$ cat src/rtl/pdec_pkg.sv
package pdec_pkg;

  localparam int unsigned MaxRes = 3;

  localparam logic [7:0] CH_PCT    = 8'h25;
  localparam logic [7:0] CH_PLUS   = 8'h2B;
  localparam logic [7:0] CH_SPACE  = 8'h20;
  localparam logic [7:0] CH_0      = 8'h30;
  localparam logic [7:0] CH_9      = 8'h39;
  localparam logic [7:0] CH_UA     = 8'h41;
  localparam logic [7:0] CH_UF     = 8'h46;
  localparam logic [7:0] CH_LA     = 8'h61;
  localparam logic [7:0] CH_LF     = 8'h66;
  localparam logic [7:0] CASE_MASK = 8'hDF;
  localparam logic [7:0] HEX_TEN   = 8'd10;

  typedef enum logic [1:0] {
    PH_TEXT = 2'd0,
    PH_ESC  = 2'd1,
    PH_DIG  = 2'd2
  } phase_e;

  // Decoded bytes of one input transaction, oldest in slot 0
  typedef struct packed {
    logic [MaxRes-1:0][7:0] data;
    logic [1:0]             cnt;
    logic                   last;
  } pdec_group_t;

  typedef struct packed {
    logic empty;
    logic full;
  } pdec_qstat_t;

  function automatic logic is_hex(input logic [7:0] b);
    return ((b >= CH_0) && (b <= CH_9)) || ((b >= CH_UA) && (b <= CH_UF)) ||
           ((b >= CH_LA) && (b <= CH_LF));
  endfunction

  function automatic logic [3:0] hex_val(input logic [7:0] b);
    logic [7:0] t;
    if (b >= CH_UA) begin
      t = ((b & CASE_MASK) - CH_UA) + HEX_TEN;
    end else begin
      t = b - CH_0;
    end
    return t[3:0];
  endfunction

endpackage

$ cat src/rtl/pdec_front.sv
module pdec_front
  import pdec_pkg::*;
(
  input  logic        clk_i,
  input  logic        rst_ni,
  input  logic        cfg_we_i,
  input  logic        cfg_wdata_i,
  input  logic        s_valid_i,
  input  logic        s_ready_i,
  input  logic [7:0]  s_byte_i,
  input  logic        s_last_i,
  output logic        push_o,
  output pdec_group_t grp_o
);

  phase_e     phase_q, phase_d;
  logic [7:0] held_q, held_d;
  logic       p2s_q;
  logic       fire;
  logic       b_hex;
  logic       do_plain;
  logic [7:0] plain_byte;
  logic [1:0] n;

  assign fire  = s_valid_i && s_ready_i;
  assign b_hex = is_hex(s_byte_i);
  assign plain_byte = ((s_byte_i == CH_PLUS) && p2s_q) ? CH_SPACE : s_byte_i;

  always_comb begin
    grp_o    = '0;
    n        = '0;
    phase_d  = phase_q;
    held_d   = held_q;
    do_plain = 1'b0;

    unique case (phase_q)
      PH_ESC: begin
        if (b_hex) begin
          held_d  = s_byte_i;
          phase_d = PH_DIG;
        end else begin
          phase_d = PH_TEXT;
          grp_o.data[n] = CH_PCT;
          n = n + 2'd1;
          do_plain = 1'b1;
        end
      end
      PH_DIG: begin
        phase_d = PH_TEXT;
        if (b_hex) begin
          grp_o.data[n] = {hex_val(held_q), hex_val(s_byte_i)};
          n = n + 2'd1;
        end else begin
          grp_o.data[n] = CH_PCT;
          n = n + 2'd1;
          grp_o.data[n] = held_q;
          n = n + 2'd1;
          do_plain = 1'b1;
        end
      end
      default: begin
        phase_d  = PH_TEXT;
        do_plain = 1'b1;
      end
    endcase

    if (do_plain) begin
      if (s_byte_i == CH_PCT) begin
        phase_d = PH_ESC;
      end else begin
        grp_o.data[n] = plain_byte;
        n = n + 2'd1;
      end
    end

    // Flush an open escape at the end of the string
    if (s_last_i) begin
      if (phase_d == PH_ESC) begin
        grp_o.data[n] = CH_PCT;
        n = n + 2'd1;
      end else if (phase_d == PH_DIG) begin
        grp_o.data[n] = CH_PCT;
        n = n + 2'd1;
        grp_o.data[n] = held_d;
        n = n + 2'd1;
      end
      phase_d = PH_TEXT;
    end

    grp_o.cnt  = n;
    grp_o.last = s_last_i;
  end

  // Drop transactions that decode to nothing
  assign push_o = fire && (n != 2'd0);

  always_ff @(posedge clk_i or negedge rst_ni) begin
    if (!rst_ni) begin
      phase_q <= PH_TEXT;
      held_q  <= '0;
      p2s_q   <= 1'b1;
    end else begin
      if (fire) begin
        phase_q <= phase_d;
        held_q  <= held_d;
      end
      if (cfg_we_i) begin
        p2s_q <= cfg_wdata_i;
      end
    end
  end

endmodule

$ cat src/rtl/pdec_fifo.sv
module pdec_fifo
  import pdec_pkg::*;
#(
  parameter int unsigned Depth = 4
) (
  input  logic        clk_i,
  input  logic        rst_ni,
  input  logic        push_i,
  input  pdec_group_t push_grp_i,
  input  logic        pop_i,
  output pdec_group_t head_o,
  output pdec_qstat_t stat_o
);

  localparam int unsigned AW = (Depth > 1) ? $clog2(Depth) : 1;
  localparam int unsigned CW = $clog2(Depth + 1);
  localparam logic [AW-1:0] LastPtr = AW'(Depth - 1);
  localparam logic [CW-1:0] Full    = CW'(Depth);

  pdec_group_t   mem_q [Depth];
  logic [AW-1:0] wr_ptr_q, rd_ptr_q;
  logic [CW-1:0] cnt_q;
  logic          do_push, do_pop;

  assign stat_o.empty = (cnt_q == '0);
  assign stat_o.full  = (cnt_q == Full);
  assign do_push = push_i && !stat_o.full;
  assign do_pop  = pop_i && !stat_o.empty;
  assign head_o  = mem_q[rd_ptr_q];

  always_ff @(posedge clk_i) begin
    if (do_push) begin
      mem_q[wr_ptr_q] <= push_grp_i;
    end
  end

  always_ff @(posedge clk_i or negedge rst_ni) begin
    if (!rst_ni) begin
      wr_ptr_q <= '0;
      rd_ptr_q <= '0;
      cnt_q    <= '0;
    end else begin
      if (do_push) begin
        wr_ptr_q <= (wr_ptr_q == LastPtr) ? '0 : wr_ptr_q + AW'(1);
      end
      if (do_pop) begin
        rd_ptr_q <= (rd_ptr_q == LastPtr) ? '0 : rd_ptr_q + AW'(1);
      end
      if (do_push && !do_pop) begin
        cnt_q <= cnt_q + CW'(1);
      end else if (do_pop && !do_push) begin
        cnt_q <= cnt_q - CW'(1);
      end
    end
  end

endmodule

$ cat src/rtl/pdec_back.sv
module pdec_back
  import pdec_pkg::*;
(
  input  logic        clk_i,
  input  logic        rst_ni,
  input  pdec_group_t head_i,
  input  pdec_qstat_t stat_i,
  input  logic        m_ready_i,
  output logic        m_valid_o,
  output logic [7:0]  m_byte_o,
  output logic        m_run_end_o,
  output logic        m_str_end_o,
  output logic        pop_o
);

  logic [1:0] idx_q, idx_d;
  logic       fire;

  assign m_valid_o   = !stat_i.empty;
  assign fire        = m_valid_o && m_ready_i;
  assign m_run_end_o = (idx_q == (head_i.cnt - 2'd1));
  assign m_str_end_o = m_run_end_o && head_i.last;
  assign pop_o       = fire && m_run_end_o;

  always_comb begin
    case (idx_q)
      2'd0:    m_byte_o = head_i.data[0];
      2'd1:    m_byte_o = head_i.data[1];
      default: m_byte_o = head_i.data[2];
    endcase
  end

  always_comb begin
    idx_d = idx_q;
    if (fire) begin
      idx_d = m_run_end_o ? 2'd0 : idx_q + 2'd1;
    end
  end

  always_ff @(posedge clk_i or negedge rst_ni) begin
    if (!rst_ni) begin
      idx_q <= '0;
    end else begin
      idx_q <= idx_d;
    end
  end

endmodule

$ cat src/rtl/percent_decoder_stream_core.sv
// Percent decoder for URL and CGI strings, one encoded byte per transaction.
// Slave channel: tdata carries the encoded byte, tlast marks the last byte of
// the string. Master channel: tdata carries one decoded byte, tuser is high on
// the last byte produced by one input transaction, tlast on the final decoded
// byte of the string. An input decodes to zero, one, two or three bytes.
// cfg_we_i/cfg_wdata_i write the plus-to-space flag (1 after reset); write it
// only while the block is idle.
// A decoded group pushed into an empty queue is registered and offered on the
// master side in the next cycle. Throughput: one input per cycle while each
// input yields at most one byte and the queue is not full; the master side
// delivers one byte per cycle while m_axis_tready_i is high. The queue between
// the decoder and the serialiser holds QUEUE_DEPTH decoded groups.
// Reset clears the escape state and the queue and sets the flag to CGI mode. When the
// receiver stalls, the current byte holds and the queue fills; s_axis_tready_o
// falls once it is full and rises again as groups drain.
module percent_decoder_stream_core
  import pdec_pkg::*;
#(
  parameter int unsigned QUEUE_DEPTH = 4
) (
  input  logic       clk_i,
  input  logic       rst_ni,
  input  logic       cfg_we_i,
  input  logic       cfg_wdata_i,
  input  logic       s_axis_tvalid_i,
  output logic       s_axis_tready_o,
  input  logic [7:0] s_axis_tdata_i,  // [7:0] in_byte
  input  logic       s_axis_tlast_i,
  output logic       m_axis_tvalid_o,
  input  logic       m_axis_tready_i,
  output logic [7:0] m_axis_tdata_o,  // [7:0] out_byte
  output logic       m_axis_tuser_o,  // [0] run_end
  output logic       m_axis_tlast_o
);

  pdec_group_t grp, head;
  pdec_qstat_t qstat;
  logic        push, pop;

  assign s_axis_tready_o = !qstat.full;

  pdec_front u_front (
    .clk_i       (clk_i),
    .rst_ni      (rst_ni),
    .cfg_we_i    (cfg_we_i),
    .cfg_wdata_i (cfg_wdata_i),
    .s_valid_i   (s_axis_tvalid_i),
    .s_ready_i   (s_axis_tready_o),
    .s_byte_i    (s_axis_tdata_i),
    .s_last_i    (s_axis_tlast_i),
    .push_o      (push),
    .grp_o       (grp)
  );

  pdec_fifo #(
    .Depth (QUEUE_DEPTH)
  ) u_fifo (
    .clk_i      (clk_i),
    .rst_ni     (rst_ni),
    .push_i     (push),
    .push_grp_i (grp),
    .pop_i      (pop),
    .head_o     (head),
    .stat_o     (qstat)
  );

  pdec_back u_back (
    .clk_i       (clk_i),
    .rst_ni      (rst_ni),
    .head_i      (head),
    .stat_i      (qstat),
    .m_ready_i   (m_axis_tready_i),
    .m_valid_o   (m_axis_tvalid_o),
    .m_byte_o    (m_axis_tdata_o),
    .m_run_end_o (m_axis_tuser_o),
    .m_str_end_o (m_axis_tlast_o),
    .pop_o       (pop)
  );

  a_str_end_closes_run : assert property (@(posedge clk_i) disable iff (!rst_ni)
    (m_axis_tvalid_o && m_axis_tlast_o) |-> m_axis_tuser_o)
    else $error("string end without run end");

  a_full_means_valid : assert property (@(posedge clk_i) disable iff (!rst_ni)
    qstat.full |-> m_axis_tvalid_o)
    else $error("queue full but nothing offered");

  a_head_not_empty : assert property (@(posedge clk_i) disable iff (!rst_ni)
    m_axis_tvalid_o |-> (head.cnt != 2'd0))
    else $error("empty group at queue head");

  a_push_not_empty : assert property (@(posedge clk_i) disable iff (!rst_ni)
    push |-> (grp.cnt != 2'd0))
    else $error("empty group pushed");

endmodule
$ cat config.mk
export PLATFORM = sky130hd
export DESIGN_NAME = percent_decoder_stream_core
export DESIGN_NICKNAME = d
export VERILOG_FILES = /design/src/rtl/pdec_pkg.sv /design/src/rtl/pdec_front.sv /design/src/rtl/pdec_fifo.sv /design/src/rtl/pdec_back.sv /design/src/rtl/percent_decoder_stream_core.sv
export SDC_FILE = /design/constraint.sdc
export NUM_CORES = 1
export LEC_CHECK = 0
export BUFFER_PORTS_ARGS = -buffer_cell sky130_fd_sc_hd__buf_2
export CORE_MARGIN = 3
export CORE_UTILIZATION = 60
export CTS_CLUSTER_SIZE = 12
export DETAILED_ROUTE_END_ITERATION = 8
export PLACE_DENSITY_LB_ADDON = 0.15
export SYNTH_ARGS = -nofsm -noshare
export SYNTH_HDL_FRONTEND = slang
export SYNTH_SLANG_ARGS = --single-unit
$ cat constraint.sdc
create_clock -name clk_i -period 7.52 [get_ports clk_i]
set_input_delay 1.128 -clock clk_i [delete_from_list [all_inputs] [get_ports clk_i]]
set_output_delay 1.128 -clock clk_i [all_outputs]
set_load 0.02 [all_outputs]
Yosys cells after proc, flatten, opt, wreduce, memory -nomap -nowiden
Memory sizes are Yosys's and may differ from the RTL's.
Cells that the tools add are included.

word-level totals
  flip-flop bits (word level) = 20
  memory bits (writable) = 108
  output and inout port bits = 12
  word-level logic and storage cells = 123
  memories kept = 1

memory list
  memory        words  width  rd ports  clocked after memory_dff  wr ports  RTL line         text
  u_fifo.mem_q  4      27     1         0                         1         pdec_fifo.sv:20  pdec_group_t mem_q [Depth];

cells by class
  add/sub/neg operators = 15
  magnitude comparators = 13
  equal/unequal tests = 11
  muxes and demuxes = 46
  bitwise logic cells = 3
  reduce and logical (&&, ||, !) cells = 27

operator list
  kind                                                                                  number
  24-bit 2-to-1 mux                                                                     5
  8-bit 2-to-1 mux                                                                      9
  24-bit bitwise mux                                                                    2
  8-bit demux with 2-bit select                                                         3
  8-bit one-hot mux with 2 select lines                                                 2
  2-bit 2-to-1 mux                                                                      14
  8-bit by 7-bit greater-or-equal comparator with 1-bit output (second input constant)  3
  8-bit by 6-bit equality test with 1-bit output (second input constant)                2
  8-bit by 7-bit less-or-equal comparator with 1-bit output (second input constant)     2
  1-bit logical AND                                                                     16
  4-bit by 1-bit subtractor with 4-bit output (second input constant)                   4
  15-bit AND                                                                            1
  15-bit NOT                                                                            1
  2-bit by 1-bit adder with 2-bit output (second input constant)                        6
  2-bit by 3-bit less-than comparator with 1-bit output (second input constant)         3
  9-bit OR                                                                              1
  4-bit adder (second input constant)                                                   2
  2-bit equality test (second input constant)                                           4
  8-bit by 6-bit greater-or-equal comparator with 1-bit output (second input constant)  1
  8-bit by 6-bit less-or-equal comparator with 1-bit output (second input constant)     1
  4-bit 2-to-1 mux                                                                      2
  2-bit by 1-bit equality test with 1-bit output (second input constant)                3
  2-bit by 1-bit greater-or-equal comparator with 1-bit output (second input constant)  3
  3-bit 2-to-1 mux                                                                      2
  14 further kinds                                                                      23

Longest topological paths before layout
Gate-level depths: netlist (run 1).

  depth after elaboration = 21
  depth in mapped cells = 20
  gate-level depth less buffers = 20

Modules after synthesis
A second synthesis (run 1) with hierarchy kept.

unflattened totals
  cell total of the unflattened synthesis = 463
  area total of the unflattened synthesis = 6,363.6 um^2

by module, submodules not included
  module                       times used  cells an instance  area an instance (um^2)  seq. area each (um^2)
  pdec_fifo                    1           178                4,336.7                  3,418.3
  pdec_front                   1           234                1,685.4                  276.5
  pdec_back                    1           50                 337.8                    50.0
  percent_decoder_stream_core  1           1                  3.8                      0.0

Least setup slack after synthesis (run 1)
No wires, ideal clock.

  path kind = input to register
  start = input port s_axis_tdata_i[0]
  end = memory u_fifo.mem_q[3][0] (netlist name) (enable)
  data arrival time = 4.747 ns
  setup slack = 2.386 ns
  cell stages on the path = 15
  cells stage by stage = inv_1 ha_1 or3b_1 and3_1 clkbuf_1 nand2_1 nand3_1 ha_1 or3_1 o21a_1 ha_1 mux2i_1 a21oi_1 a41oi_4 and2_1

between the ends
  cells in the longest elaborated chain, start to end = 19
  elaborated cells on any way between the ends = 36

RTL lines
  item                                                                                        RTL line                            text
  start, declared                                                                             percent_decoder_stream_core.sv:27   input logic [7:0] s_axis_tdata_i,
  8-bit by 6-bit greater-or-equal comparator with 1-bit output, or another cell as far along  pdec_pkg.sv:36                      return ((b >= CH_0) && (b <= CH_9)) || ((b >= CH_UA) && (b <= CH_UF)) ||
  1-bit logical AND                                                                           pdec_pkg.sv:36
  1-bit logical OR (2 in a row)                                                               pdec_pkg.sv:36
  2-bit 2-to-1 mux / 1-bit 2-to-1 mux (equally long branches)                                 pdec_front.sv:50, pdec_front.sv:38
  2-bit one-hot mux with 2 select lines                                                       pdec_front.sv:36                    unique case (phase_q)
  2-bit by 1-bit adder with 2-bit output                                                      pdec_front.sv:72                    n = n + 2'd1;
  2-bit 2-to-1 mux                                                                            pdec_front.sv:68                    if (s_byte_i == CH_PCT) begin
  2-bit 2-to-1 mux                                                                            pdec_front.sv:67                    if (do_plain) begin
  (+3 left out)                                                                               --
  2-bit 2-to-1 mux                                                                            pdec_front.sv:78                    if (phase_d == PH_ESC) begin
  2-bit 2-to-1 mux (*)                                                                        pdec_front.sv:77                    if (s_last_i) begin
  2-bit nonzero test (*)                                                                      pdec_front.sv:95                    assign push_o = fire && (n != 2'd0);
  1-bit logical AND (*)                                                                       pdec_front.sv:95
  1-bit logical AND (*)                                                                       pdec_fifo.sv:27                     assign do_push = push_i && !stat_o.full;
  net u_fifo.do_push                                                                          pdec_fifo.sv:23                     logic do_push, do_pop;
  1-bit 2-to-1 mux (*)                                                                        pdec_fifo.sv:32                     if (do_push) begin
  1-bit 2-to-1 mux (implied by the code) (*)                                                  pdec_fifo.sv:33                     mem_q[wr_ptr_q] <= push_grp_i;
  end, declared                                                                               pdec_fifo.sv:20

Mark *: on every way through the listed nets, which the timed path passes. The rest lies on a longest branch.

Worst setup path after layout (run 1)
  start = input port s_axis_tdata_i[1]
  end = register u_fifo.cnt_q[2]

between the ends
  cells in the longest elaborated chain, start to end = 20
  elaborated cells on any way between the ends = 39

RTL lines
  item                                                                                        RTL line                            text
  8-bit by 6-bit greater-or-equal comparator with 1-bit output, or another cell as far along  pdec_pkg.sv:36
  1-bit logical AND                                                                           pdec_pkg.sv:36
  1-bit logical OR (2 in a row)                                                               pdec_pkg.sv:36
  2-bit 2-to-1 mux / 1-bit 2-to-1 mux (equally long branches)                                 pdec_front.sv:50, pdec_front.sv:38
  2-bit one-hot mux with 2 select lines                                                       pdec_front.sv:36
  2-bit by 1-bit adder with 2-bit output                                                      pdec_front.sv:72
  2-bit 2-to-1 mux                                                                            pdec_front.sv:68
  2-bit 2-to-1 mux                                                                            pdec_front.sv:67
  (+4 left out)                                                                               --
  2-bit 2-to-1 mux (*)                                                                        pdec_front.sv:77
  2-bit nonzero test (*)                                                                      pdec_front.sv:95
  1-bit logical AND (*)                                                                       pdec_front.sv:95
  1-bit logical AND (*)                                                                       pdec_fifo.sv:27
  net u_fifo.do_push                                                                          pdec_fifo.sv:23
  1-bit logical NOT                                                                           pdec_fifo.sv:51                     end else if (do_pop && !do_push) begin
  1-bit logical AND                                                                           pdec_fifo.sv:51
  2-bit nonzero test (no line)                                                                --
  end signal, assigned                                                                        pdec_fifo.sv:50                     cnt_q <= cnt_q + CW'(1);
  end signal, assigned                                                                        pdec_fifo.sv:52                     cnt_q <= cnt_q - CW'(1);
  end, declared                                                                               pdec_fifo.sv:22                     logic [CW-1:0] cnt_q;

Marks and branches as above.
A chain may end at the register's enable or synchronous reset.

==> out/results.txt, run 1 <==
The run finished with clean final reports. The count of TritonRoute iterations in the first routing pass came out at 5. The worst-case IR drop observed on VDD is 222 µV.

The detailed router finished its first iteration with 291 violations. The largest single stage delay on the critical path is 490 ps. Gates resized during post-CTS repair numbered 0. The number of different library cells used by synthesis comes to 63. The number of I/O pins is 27. STA classifies the critical path startpoint as an input port. Relative to the synthesized area, the layout overhead comes to 12.5%. Clock period minus worst slack: 5190 ps.

The standard-cell row count came out at 36. The routed design has 12.9 mm of wire. The instance count after placement with tap cells included was 572. The setup TNS is 0 ps, and the part of the Yosys area used for sequential elements is 60.0%. Count of buffers inserted at the top-level ports: 26. Data on the critical path is required at its endpoint by 7950 ps. Critical path's slowest cell: nor2_1. The reported leakage power was 0.00261 µW.

The fraction of final layout cells sized beyond drive strength 1 was 22.1%; the slew at the pin with the worst max-slew slack was 963 ps. The die covers 11700 µm². Non-filler instance count after layout: 604. The number of nets in the final layout is 498, and the count of inserted antenna diode cells is 0.

Routing layer with the top usage in global route: met2. For this run, global-route usage on met2 was measured as 38.2%. The flip-flop and latch count after synthesis is 128, and the number of sinks on the clock net is 128.

The area share of the leading cell type in the synthesized netlist was 51.9%. The worst hold path belongs to the class flip-flop to flip-flop. The number of warnings reported in the yosys synthesis log came out at 0.

Dividing the detail-routed wire length by the instance count gives 21.3 µm. Power spread over the standard cell area amounts to 350 nW/µm². The H-tree was split into 4 levels. Global routing used 24.2% of the available tracks.

The tool flagged a number of max-cap violations equal to 0. For the arrival time at the worst endpoint, the log shows 5630 ps. In the global route stage, met1 resource usage came out at 33.3%. Based on the critical path, the design can be clocked at up to 0.193 GHz. The total number of vias came out at 3766. The total count of hold-check failures in the final report is 0. The worst setup path is captured at a flip-flop. The library cell with the largest summed area after synthesis was edfxtp_1.

The number of nets in the synthesized netlist is 466. Among the stages of the critical path, the cell type that occurs most often is ha_1. TritonCTS built the clock tree. The worst pin sits at a relative slew slack of 35.8%. The congestion estimate from routability-driven global placement came to 0.963. The post-synthesis cell count was 426; the clock-pin slew on the worst setup and hold paths was 60 ps. The count of unresolved DRC violations after routing was 0. The final critical path takes up 69.0% of the cycle. Area of the mapped netlist: 6250 µm².

The number of routed nets with antenna violations is 0. The number of buffers added to fix hold violations after cts is 0, and the number of antenna violations at the first check in global routing is 0. The clock latency on the worst-skew pair came out at 510 ps. Setup repair after global routing left no endpoint under its margin.

The number of post-CTS setup repair buffers was 0; the share of async-settable or async-resettable flops after synthesis was 15.6%. The clock tree skew after final layout is 8.41 ps, and the half-perimeter wire length after detailed placement is 8.60 mm. The synthesized design contains 108 enable-type register cells. After global routing the overflow that remains totals 0. The most instantiated flip-flop cell in the synthesis netlist is edfxtp_1. Kind of critical path: input port to flip-flop. The logs give 31 for the largest net degree at the start of global routing and 20.9 mm for the global-route wire length before repair. In this run the mean area of a mapped cell was 14.7 µm². Sorting the synthesized cells by area gives the leading types as edfxtp_1 52%, mux4_2 9.7%, dfrtp_1 7.6%. Measured along the y axis, the die boundary spans 108 µm. Using the TritonRoute via totals, the vias-per-cell ratio works out to 6.24. Setup violations remaining at the end of the flow were counted as 0.

Of all nets on the critical path, the largest fanout is 8. The tools report the via count of the first global-routing pass as 3884. Maximum buffer depth of the clock tree: 2.

The signal on the critical path passes through buf_2, inv_1, ha_1, nand4bb_1, nand3_1, nor2_1, nor2_1, a21o_1, ha_1, or3_1, o21a_1, ha_1, mux2i_1, a21oi_1, a41oi_4, ha_1, inv_1, fa_1, xor2_1, nor2_1, xor2_1. The area of the core was 9950 µm²; the initial core utilization was 62.7%. For this run, global-route usage on met3 was measured as 6.09%. Number of CTS-inserted buffers: 17. The worst register-to-register path has a setup slack of 3390 ps.

The overall die width is 108 µm. Cell chosen for the clock root: clkbuf_8. Number of max-slew violations in the final report: 0.
cell usage in the layout (no fill, tap or decap), types with 3 or more instances in the layout:
cell type and n:
nand2_1 29, xor2_1 4, or3_1 4, mux2_2 8, nand3_1 11, a31oi_1 3, nor2_1 15, clkinv_1 3
mux2i_1 3, buf_4 5, inv_1 22, a221o_1 8, o21ai_1 10, and3_1 4, a2bb2oi_1 3, edfxtp_1 108
clkinv_2 3, a32oi_1 4, a21o_1 4, clkbuf_16 16, buf_2 26, and2_1 12, xnor2_1 7, o21ai_0 15
clkbuf_1 3, a22oi_1 3, mux4_2 27, a32o_1 4, nor2b_1 10, clkinvlp_4 3, dfrtp_1 18, ha_1 24
a21oi_1 7
layer usage:
metal	routed length, µm	share of wire, %
met5	0	0
met4	267	2.1
met3	780	6.1
met2	6230	48
met1	5610	44
area by class of cell:
class | instances | area, µm²
multi-input cells | 258 | 2320
repair buffers | 31 | 168
well taps | 133 | 166
clock inverters | 12 | 118
clock buffers | 20 | 425
flip-flops and latches | 128 | 3750
inverters | 22 | 82.6
fillers | 676 | 2930
flip-flops by register name, indices dropped and copies added (netlist names):
register and cells:
u_fifo.rd_ptr_q 2, u_front.held_q 8, u_fifo.wr_ptr_q 2, u_fifo.mem_q 108, u_front.p2s_q 1, u_back.idx_q 2
u_front.phase_q 2, u_fifo.cnt_q 3
metrics by stage:
| stage | hold WS (ps) | power [µW] | setup slack, ps | cell area, µm² | util, % |
|---|---|---|---|---|---|
| final | 497 | 2460 | 2330 | 7030 | 70.6 |
| after global routing | 520 | 2590 | 2100 | 7030 | 70.6 |
| after CTS | 499 | 2490 | 2380 | 7030 | 70.6 |
| after detailed placement | 488 | 1730 | 1840 | 6490 | 65.2 |
| after global placement | 482 | 1710 | 2040 | 6490 | 65.2 |
| after floorplan | 457 | 1530 | 2390 | 6250 | - |
power breakdown:
| group | internal, µW | switching (µW) | leakage [µW] | total (µW) |
|---|---|---|---|---|
| clock | 466 | 285 | 0.000258 | 752 |
| combinational | 329 | 376 | 0.00108 | 705 |
| sequential | 915 | 89.3 | 0.00126 | 1000 |
| total | 1710 | 751 | 0.00261 | 2460 |
cell families after synthesis:
logic type	synth area share (%)
compound gates	9.38
xor+xnor	1.54
fa+ha+maj	5.13
buf+inv	2.84
flops	60.0
mux	12.0
simple gates	9.13
synth_stat cells, types with 2 or more instances:
cell / number
a21boi_0: 2
a21o_1: 4
a21oi_1: 7
a221o_1: 8
a22oi_1: 3
a2bb2oi_1: 3
a31oi_1: 3
a32o_1: 4
a32oi_1: 4
and2_1: 12
and3_1: 4
buf_1: 2
buf_2: 4
buf_4: 2
buf_6: 2
clkbuf_1: 8
dfrtp_1: 19
edfxtp_1: 108
ha_1: 24
inv_1: 22
mux2_1: 2
mux2_2: 8
mux2i_1: 3
mux4_2: 27
nand2_1: 29
nand3_1: 11
nor2_1: 15
nor2b_1: 10
nor3_1: 2
nor4b_1: 2
o21a_1: 2
o21ai_0: 15
o21ai_1: 10
o22a_1: 2
o22ai_1: 2
o2bb2ai_1: 2
or3_1: 4
xnor2_1: 7
xor2_1: 4
final timing paths:
| check | end | startpoint | cells past startpoint |
|---|---|---|---|
| worst max-delay path | u_fifo.cnt_q[2] | s_axis_tdata_i[1] | 21 |
| worst min-delay path | u_fifo.cnt_q[2] | u_fifo.cnt_q[2] | 1 |
| worst max register to register | u_fifo.cnt_q[2] | u_front.phase_q[0] | 17 |
| worst min register to register | u_fifo.cnt_q[2] | u_fifo.cnt_q[2] | 1 |
| max in group asynchronous | u_fifo.rd_ptr_q[0] | rst_ni | 1 |
| min in group asynchronous | u_front.held_q[3] | rst_ni | 1 |
critical path, delay by kind of cell:
kind	cells	cell delay, ps
AND/OR/NAND/NOR	6	1440
adder cells (fa/ha/maj)	5	1390
buffers and inverters	3	330
AO/OA/AOI/OAI	4	870
XOR/XNOR	2	330
multiplexers	1	130
(Power assumes the default switching activity.)
==> run 2: changes to the inputs <==
==> constraint.sdc (replaced) <==
create_clock -name clk_i -period 4.9 [get_ports clk_i]
set_input_delay 0.735 -clock clk_i [delete_from_list [all_inputs] [get_ports clk_i]]
set_output_delay 0.735 -clock clk_i [all_outputs]
set_load 0.02 [all_outputs]
==> out/results.txt, run 2 (synthesis results as in run 1) <==
The run finished with clean final reports. The tools report the post-route core utilization as 72.3% (was 70.6%). The launching element type of the critical path was an input port (unchanged). The logs give 1200 µW (was 751 µW) for the net switching component of the power and 0 (unchanged) for the number of maximum-capacitance violations.

The run gives 611 (was 604) as the non-filler instance count after layout. The count of TritonRoute iterations in the first routing pass came out at 5 (unchanged). The global placement routability congestion was 0.979 (was 0.963). The maximum level of the CTS H-tree is 4 (unchanged). For the setup TNS, the log shows 0 ps (unchanged). TritonCTS built the clock tree. Count of unresolved DRC violations after routing: 0 (unchanged). The standard-cell row count came out at 36 (unchanged).

Register with the most flip-flops: u_fifo.mem_q (unchanged). The run gives 0 (unchanged) as the number of post-CTS setup repair buffers. The maximum buffer depth of the clock tree came out at 2 (unchanged). Registers with the most flip-flops: u_fifo.mem_q: 108 flops, u_front.held_q: 8 flops, u_fifo.cnt_q: 3 flops (unchanged). The number of I/O pins is 27 (unchanged), and the clock latency on the worst-skew pair is 520 ps (was 510 ps).

The upper clock frequency limit came out at 0.227 GHz. The largest net degree at the start of global routing came out at 28 (was 31). The final cycle utilization of the critical path works out to 90.0%. The maximum cell stage delay along the critical path was 390 ps (was 490 ps); the routed wirelength normalized by instance count was 22.4 µm (was 21.3 µm). For the first-iteration detailed-routing DRC count, the log shows 276 (was 291). The flip-flop count of the largest register, all copies and words added works out to 108 (unchanged). The routed wire length came out at 13.7 mm (was 12.9 mm).

The switching share of total power was 30.3% (was 30.5%). The count of buffers inserted at the top-level ports was 26 (unchanged); the number of max-slew violations in the final report was 0 (unchanged). Power share of the combinational group: 29.4% (was 28.7%). The arrival time at the worst endpoint is 4850 ps (was 5630 ps), and the clock network fraction of design power is 32.4% (was 30.5%). The critical path's slowest cell was or3b_1 (was nor2_1).

Worst-path cell chain: buf_2, inv_1, ha_1, or3b_1, and3_1, nand2_1, nand3_1, ha_1, or3_1, o21a_1, ha_1, mux2i_1, a21oi_1, a41oi_4, ha_1, inv_1, fa_1, xor2_1, nor2_1, xor2_1 (was buf_2, inv_1, ha_1, nand4bb_1, nand3_1, nor2_1, nor2_1, a21o_1, ha_1, or3_1, o21a_1, ha_1, mux2i_1, a21oi_1, a41oi_4, ha_1, inv_1, fa_1, xor2_1, nor2_1, xor2_1). The via count of the first global-routing pass is 3968 (was 3884), and the maximum fanout along the worst path is 10 (was 8). Overall global routing resource usage: 25.8% (was 24.2%). Kind of critical path: input port to flip-flop (unchanged). The number of buffers and inverters on the critical path was 3 (unchanged). The cell class contributing the biggest share of worst-path delay was adder cells (was simple AND/OR/NAND/NOR gates). The worst min-delay path category was input port to asynchronous set/reset pin (was flip-flop to flip-flop).

Most common cell after layout, fill and taps aside: edfxtp_1 (unchanged). For the total number of vias, the log shows 3868 (was 3766). For the area of the core, the log shows 9950 µm² (unchanged).

The fraction of final layout cells sized beyond drive strength 1 is 23.8% (was 22.1%), and the internal portion of total power is 2770 µW (was 1710 µW). The overall die width came out at 108 µm (unchanged). The endpoint kind of the worst setup timing path is a flip-flop (unchanged).

The total count of hold-check failures in the final report is 0 (unchanged), and the initial core utilization is 62.7% (unchanged). The power per cell area is 552 nW/µm² (was 350 nW/µm²), and the height of the die is 108 µm (unchanged). The tools report the number of buffers added to fix hold violations after cts as 0 (unchanged). For the fraction of power consumed by sequential logic, the log shows 38.3% (was 40.8%). For the worst relative slew slack, the log shows 45.6% (was 35.8%). Required arrival time at the worst endpoint: 5340 ps (was 7950 ps). Post-cts sizing count: 0 (unchanged).

The clock tree skew after final layout was 10.9 ps (was 8.41 ps). Number of antenna violations at the first check in global routing: 0 (unchanged). The cell chosen for the clock root is clkbuf_8 (unchanged). The number of routed nets with antenna violations came out at 0 (unchanged).

Die area: 11700 µm² (unchanged). The maximum ir drop on the vdd rail came out at 265 µV (was 222 µV). Commonest cells after routing, fill and taps aside: 108 x edfxtp_1, 29 x nand2_1, 27 x mux4_2, 26 x buf_2, 24 x ha_1 (unchanged). The global-route wire length before repair is 22.0 mm (was 20.9 mm).

The average via count per standard cell is 6.33 (was 6.24). For the number of nets in the final layout, the log shows 505 (was 498). For the number of CTS-inserted buffers, the log shows 17 (unchanged). The run gives 0.00268 µW (was 0.00261 µW) as the reported leakage power.

The most repeated library cell on the critical path was ha_1 (unchanged). The number of filler instances in the final layout was 655 (was 676); the instance count after placement with tap cells included was 579 (was 572). The count of final setup violators was 0 (unchanged); the clock period minus worst slack was 4410 ps. The number of sinks on the clock net came out at 128 (unchanged).

The slew at the pin with the worst max-slew slack came out at 810 ps (was 963 ps). Setup repair after global routing left no endpoint under its margin. The half-perimeter wire length after detailed placement is 9.02 mm (was 8.60 mm), and the clock-pin slew on the worst setup and hold paths is 60 ps (about the same). The count of inserted antenna diode cells was 0 (unchanged); the area growth from synthesis to final layout was 15.2% (was 12.5%). The tools report the overall overflow remaining after global route as 0 (unchanged).
## run 2: cell types whose count changed in the layout (fill, tap and decap cells not counted), sizes merged
cell	before	now
buf	31	38
bufinv	2	4
clkinv	6	4
clkbuf	20	19
inv	23	24
## run 2: cell type report
class | count | area, µm² | share of cell area [%]
flip-flops and latches | 128 | 3750 | 52.1
repair buffers | 38 | 270 | 3.76
multi-input cells | 258 | 2320 | 32.3
clock inverters | 13 | 186 | 2.59
clock buffers | 19 | 422 | 5.86
inverters | 22 | 82.6 | 1.15
well taps | 133 | 166 | 2.31
## run 2: power by group through the flow
stage	registers, µW	logic, µW	clock network (µW)
final	1520	1170	1280
after global placement	1520	1140	0
after global routing	1550	1260	1340
after detailed placement	1540	1170	0
after floorplan	1480	870	0
after CTS	1520	1180	1300
## run 2: worst paths after layout
path	slack, ps	to	start	cells past startpoint
setup reg to reg	990	u_fifo.cnt_q[2]	u_front.phase_q[0]	16
max in group asynchronous	4360	u_fifo.rd_ptr_q[0]	rst_ni	1
hold reg to reg	500	u_fifo.cnt_q[2]	u_fifo.cnt_q[2]	1
setup / recovery	490	u_fifo.cnt_q[2]	s_axis_tdata_i[0]	20
hold / removal	180	u_front.held_q[4]	rst_ni	1
min in group clk_i	450	u_front.p2s_q	cfg_wdata_i	2
## run 2: worst register-to-register path, delay by kind of cell, from the launching register on
family	cells	cell delay, ps
flip-flops	1	390
adder cells (fa/ha/maj)	5	1580
buffers and inverters	2	130
XOR/XNOR	2	320
AND/OR/NAND/NOR	3	700
multiplexers	1	120
AO/OA/AOI/OAI	3	580
## run 2: per-stage QoR
| step | worst slack (ps) | instance area, µm² | power (µW) | hold slack, ps |
|---|---|---|---|---|
| 6_report | 492 | 7200 | 3970 | 175 |
| 5_1_grt | 215 | 7200 | 4150 | 181 |
| 4_1_cts | 527 | 7200 | 4010 | 157 |
| 3_5_place_dp | -15.3 | 6590 | 2710 | 489 |
| 3_3_place_gp | 135 | 6590 | 2660 | 473 |
| 2_1_floorplan | 159 | 6250 | 2340 | 439 |
## run 2: layer usage
layer | global-route usage, % | share of wire [%] | vias to the layer above | wire [µm]
met1 | 34.1 | 40 | 1950 | 5510
met3 | 4.48 | 5.9 | 29 | 814
met5 | 0 | 0 | - | 0
li1 | - | - | 1729 | -
met4 | 10.4 | 2.3 | 0 | 316
met2 | 43.1 | 52 | 160 | 7060
==> run 3: changes to the inputs <==
--- a/config.mk
+++ b/config.mk
@@ -10,6 +10,7 @@
 export CORE_UTILIZATION = 60
 export CTS_CLUSTER_SIZE = 12
 export DETAILED_ROUTE_END_ITERATION = 8
+export MAX_ROUTING_LAYER = met4
 export PLACE_DENSITY_LB_ADDON = 0.15
 export SYNTH_ARGS = -nofsm -noshare
 export SYNTH_HDL_FRONTEND = slang
==> out/results.txt, run 3 (synthesis results as in run 1) <==
The run finished with clean final reports. The tools report the launching element type of the critical path as an input port (unchanged). The run gives 11700 µm² (unchanged) as the die area. The non-filler instance count after layout is 611 (unchanged), and the count of inserted antenna diode cells is 0 (unchanged). The logs give 21.9 mm (was 22.0 mm) for the global-route wire length before repair and 0 (unchanged) for the number of routed nets with antenna violations. Total count of hold-check failures in the final report: 0 (unchanged).

Registers with the most flip-flops: u_fifo.mem_q: 108 flops, u_front.held_q: 8 flops, u_fifo.cnt_q: 3 flops (unchanged). The most repeated library cell on the critical path is ha_1 (unchanged). The overall overflow remaining after global route was 0 (unchanged).

The clock-pin slew on the worst setup and hold paths was 60 ps (about the same). The count of buffers inserted at the top-level ports is 26 (unchanged). The routed wirelength normalized by instance count is 22.9 µm (was 22.4 µm), and the worst relative slew slack is 42.4% (was 45.6%). For the number of post-CTS setup repair buffers, the log shows 0 (unchanged).

The largest net degree at the start of global routing was 30 (was 28); the maximum cell stage delay along the critical path was 390 ps (about the same). The logs give 2 (unchanged) for the maximum buffer depth of the clock tree and 980 ps (was 990 ps) for the reg2reg setup slack. For the required arrival time at the worst endpoint, the log shows 5330 ps (was 5340 ps). The number of buffers and inverters on the critical path was 3 (unchanged). The worst min-delay path category was input port to asynchronous set/reset pin (unchanged). For the via count of the first global-routing pass, the log shows 3893 (was 3968).

The number of antenna violations at the first check in global routing is 0 (unchanged), and the number of CTS-inserted buffers is 17 (unchanged). Height of the die: 108 µm (unchanged). The logs give 36 (unchanged) for the standard-cell row count and 6 (was 5) for the count of TritonRoute iterations in the first routing pass.

The post-cts sizing count was 0 (unchanged); the met3 layer wire length in the routed design was 906 µm (was 814 µm). The tools report the initial core utilization as 62.7% (unchanged). Count of final setup violators: 0 (unchanged).

Worst-path cell chain: buf_2, inv_1, ha_1, or3b_1, and3_1, nand2_1, nand3_1, ha_1, or3_1, o21a_1, ha_1, mux2i_1, a21oi_1, a41oi_4, ha_1, inv_1, fa_1, xor2_1, nor2_1, xor2_1 (unchanged). Critical path's slowest cell: or3b_1 (unchanged). The run gives 3846 (was 3868) as the total number of vias. The clock latency on the worst-skew pair was 510 ps (was 520 ps). Endpoint kind of the worst setup timing path: a flip-flop (unchanged). TritonCTS built the clock tree. The logs give 7.26 mm (was 7.06 mm) for the detailed route wirelength on metal2 and 0 (unchanged) for the number of max-slew violations in the final report. Cell chosen for the clock root: clkbuf_8 (unchanged). Number of I/O pins: 27 (unchanged). Count of unresolved DRC violations after routing: 0 (unchanged).

Highest metal layer with signal wires: met4 (unchanged). The tools report the number of maximum-capacitance violations as 0 (unchanged). The worst setup slack after placement was -39.8 ps (was -15.3 ps).

The number of sinks on the clock net was 128 (unchanged). The area of the core came out at 9950 µm² (unchanged). The run gives 14.0 mm (was 13.7 mm) as the routed wire length. The logs give 9.02 mm (about the same) for the half-perimeter wire length after detailed placement and 579 (unchanged) for the instance count after placement with tap cells included.

Most common cell after layout, fill and taps aside: edfxtp_1 (unchanged). The maximum fanout along the worst path came out at 10 (unchanged). The worst reg2reg path endpoint was u_fifo.cnt_q[2] (unchanged).

The maximum ir drop on the vdd rail was 302 µV (was 265 µV); the fraction of final layout cells sized beyond drive strength 1 was 23.8% (unchanged). The number of nets in the final layout is 505 (unchanged), and the number of filler instances in the final layout is 652 (was 655). The startpoint of the worst-slack reg-to-reg timing path was u_front.phase_q[0] (unchanged). The clock period minus worst slack came out at 4400 ps (was 4410 ps). The reported leakage power came out at 0.00268 µW (about the same).

The flip-flop count of the largest register, all copies and words added came out at 108 (unchanged). The slew at the pin with the worst max-slew slack is 857 ps (was 810 ps). The area growth from synthesis to final layout was 15.2% (about the same); the least setup slack across all paths after layout was 496 ps (was 492 ps). The register with the most flip-flops was u_fifo.mem_q (unchanged).

The cell class contributing the biggest share of worst-path delay is adder cells (unchanged). The number of buffers added to fix hold violations after cts is 0 (unchanged), and the overall global routing resource usage is 27.0% (was 25.8%). The first-iteration detailed-routing DRC count is 379 (was 276), and the routed metal-1 wirelength is 5.54 mm (was 5.51 mm).

The power per cell area was 552 nW/µm² (about the same); the count of cells along the worst register-to-register path was 16 (unchanged). The logs give 0.227 GHz (about the same) for the upper clock frequency limit and 4 (unchanged) for the maximum level of the CTS H-tree. The final cycle utilization of the critical path works out to 89.9% (was 90.0%). Setup TNS: 0 ps (unchanged). The clock tree skew after final layout came out at 6.81 ps (was 10.9 ps). Overall die width: 108 µm (unchanged).

Arrival time at the worst endpoint: 4840 ps (was 4850 ps). Commonest cells after routing, fill and taps aside: 108 x edfxtp_1, 29 x nand2_1, 27 x mux4_2, 26 x buf_2, 24 x ha_1 (unchanged). The average via count per standard cell is 6.29 (was 6.33), and the global placement routability congestion is 0.967 (was 0.979). Setup repair after global routing left no endpoint under its margin.

The kind of critical path is input port to flip-flop (unchanged).
-- run 3: cell count changes in the layout (fill, tap and decap cells not counted) --
cell	delta
clkbuf_1	-1
clkinv_1	+1
clkinvlp_4	+1
clkinv_4	-1
-- run 3: report_power, final --
part           switching [µW]  internal, µW  total, µW  leakage (µW)
registers                 116          1400       1520       0.00126
logic                     628           537       1170       0.00113
clock network             461           825       1290      0.000283
total                    1200          2770       3970       0.00268
-- run 3: metal layers --
metal	global-route usage (%)	vias up
met5	-	-
met4	9.20	0
met3	5.37	26
met2	44.3	145
met1	34.0	1941
li1	-	1734
-- run 3: area by class of cell --
cell class | count | area [µm²] | share of cell area (%)
Multi-Input combinational cell | 258 | 2320 | 32.3
Clock buffer | 18 | 418 | 5.81
Sequential cell | 128 | 3750 | 52.1
Inverter | 22 | 82.6 | 1.15
Clock inverter | 14 | 189 | 2.63
Timing Repair Buffer | 38 | 270 | 3.76
Tap cell | 133 | 166 | 2.31
-- run 3: through the flow --
stage	utilization, %	total power (µW)	hold WS (ps)	instance area (µm²)
floorplan	-	2340	439	6250
global placement	66.2	2660	477	6590
detailed placement	66.2	2710	503	6590
CTS	72.3	4010	168	7200
global route	72.3	4160	173	7200
finish	72.3	3970	164	7200
-- run 3: worst register-to-register path: cells and delay by family, from the launching register on --
| kind | cells | cell delay, ps |
|---|---|---|
| multiplexers | 1 | 160 |
| AO/OA/AOI/OAI | 3 | 570 |
| adder cells (fa/ha/maj) | 5 | 1580 |
| XOR/XNOR | 2 | 330 |
| buffers and inverters | 2 | 120 |
| AND/OR/NAND/NOR | 3 | 700 |
| flip-flops | 1 | 390 |
-- run 3: worst max path at each step --
stage | from | to | slack (ps) | depth (start not counted)
final | s_axis_tdata_i[0] | u_fifo.cnt_q[2] | 500 | 20
after floorplan | s_axis_tdata_i[0] | u_fifo.mem_q[3][0] | 160 | 15
after global routing | s_axis_tdata_i[0] | u_fifo.cnt_q[2] | 270 | 20
after CTS | s_axis_tdata_i[0] | u_fifo.cnt_q[2] | 500 | 20
after global placement | s_axis_tdata_i[0] | u_fifo.cnt_q[2] | 140 | 20
after detailed placement | s_axis_tdata_i[0] | u_fifo.cnt_q[2] | -40 | 20
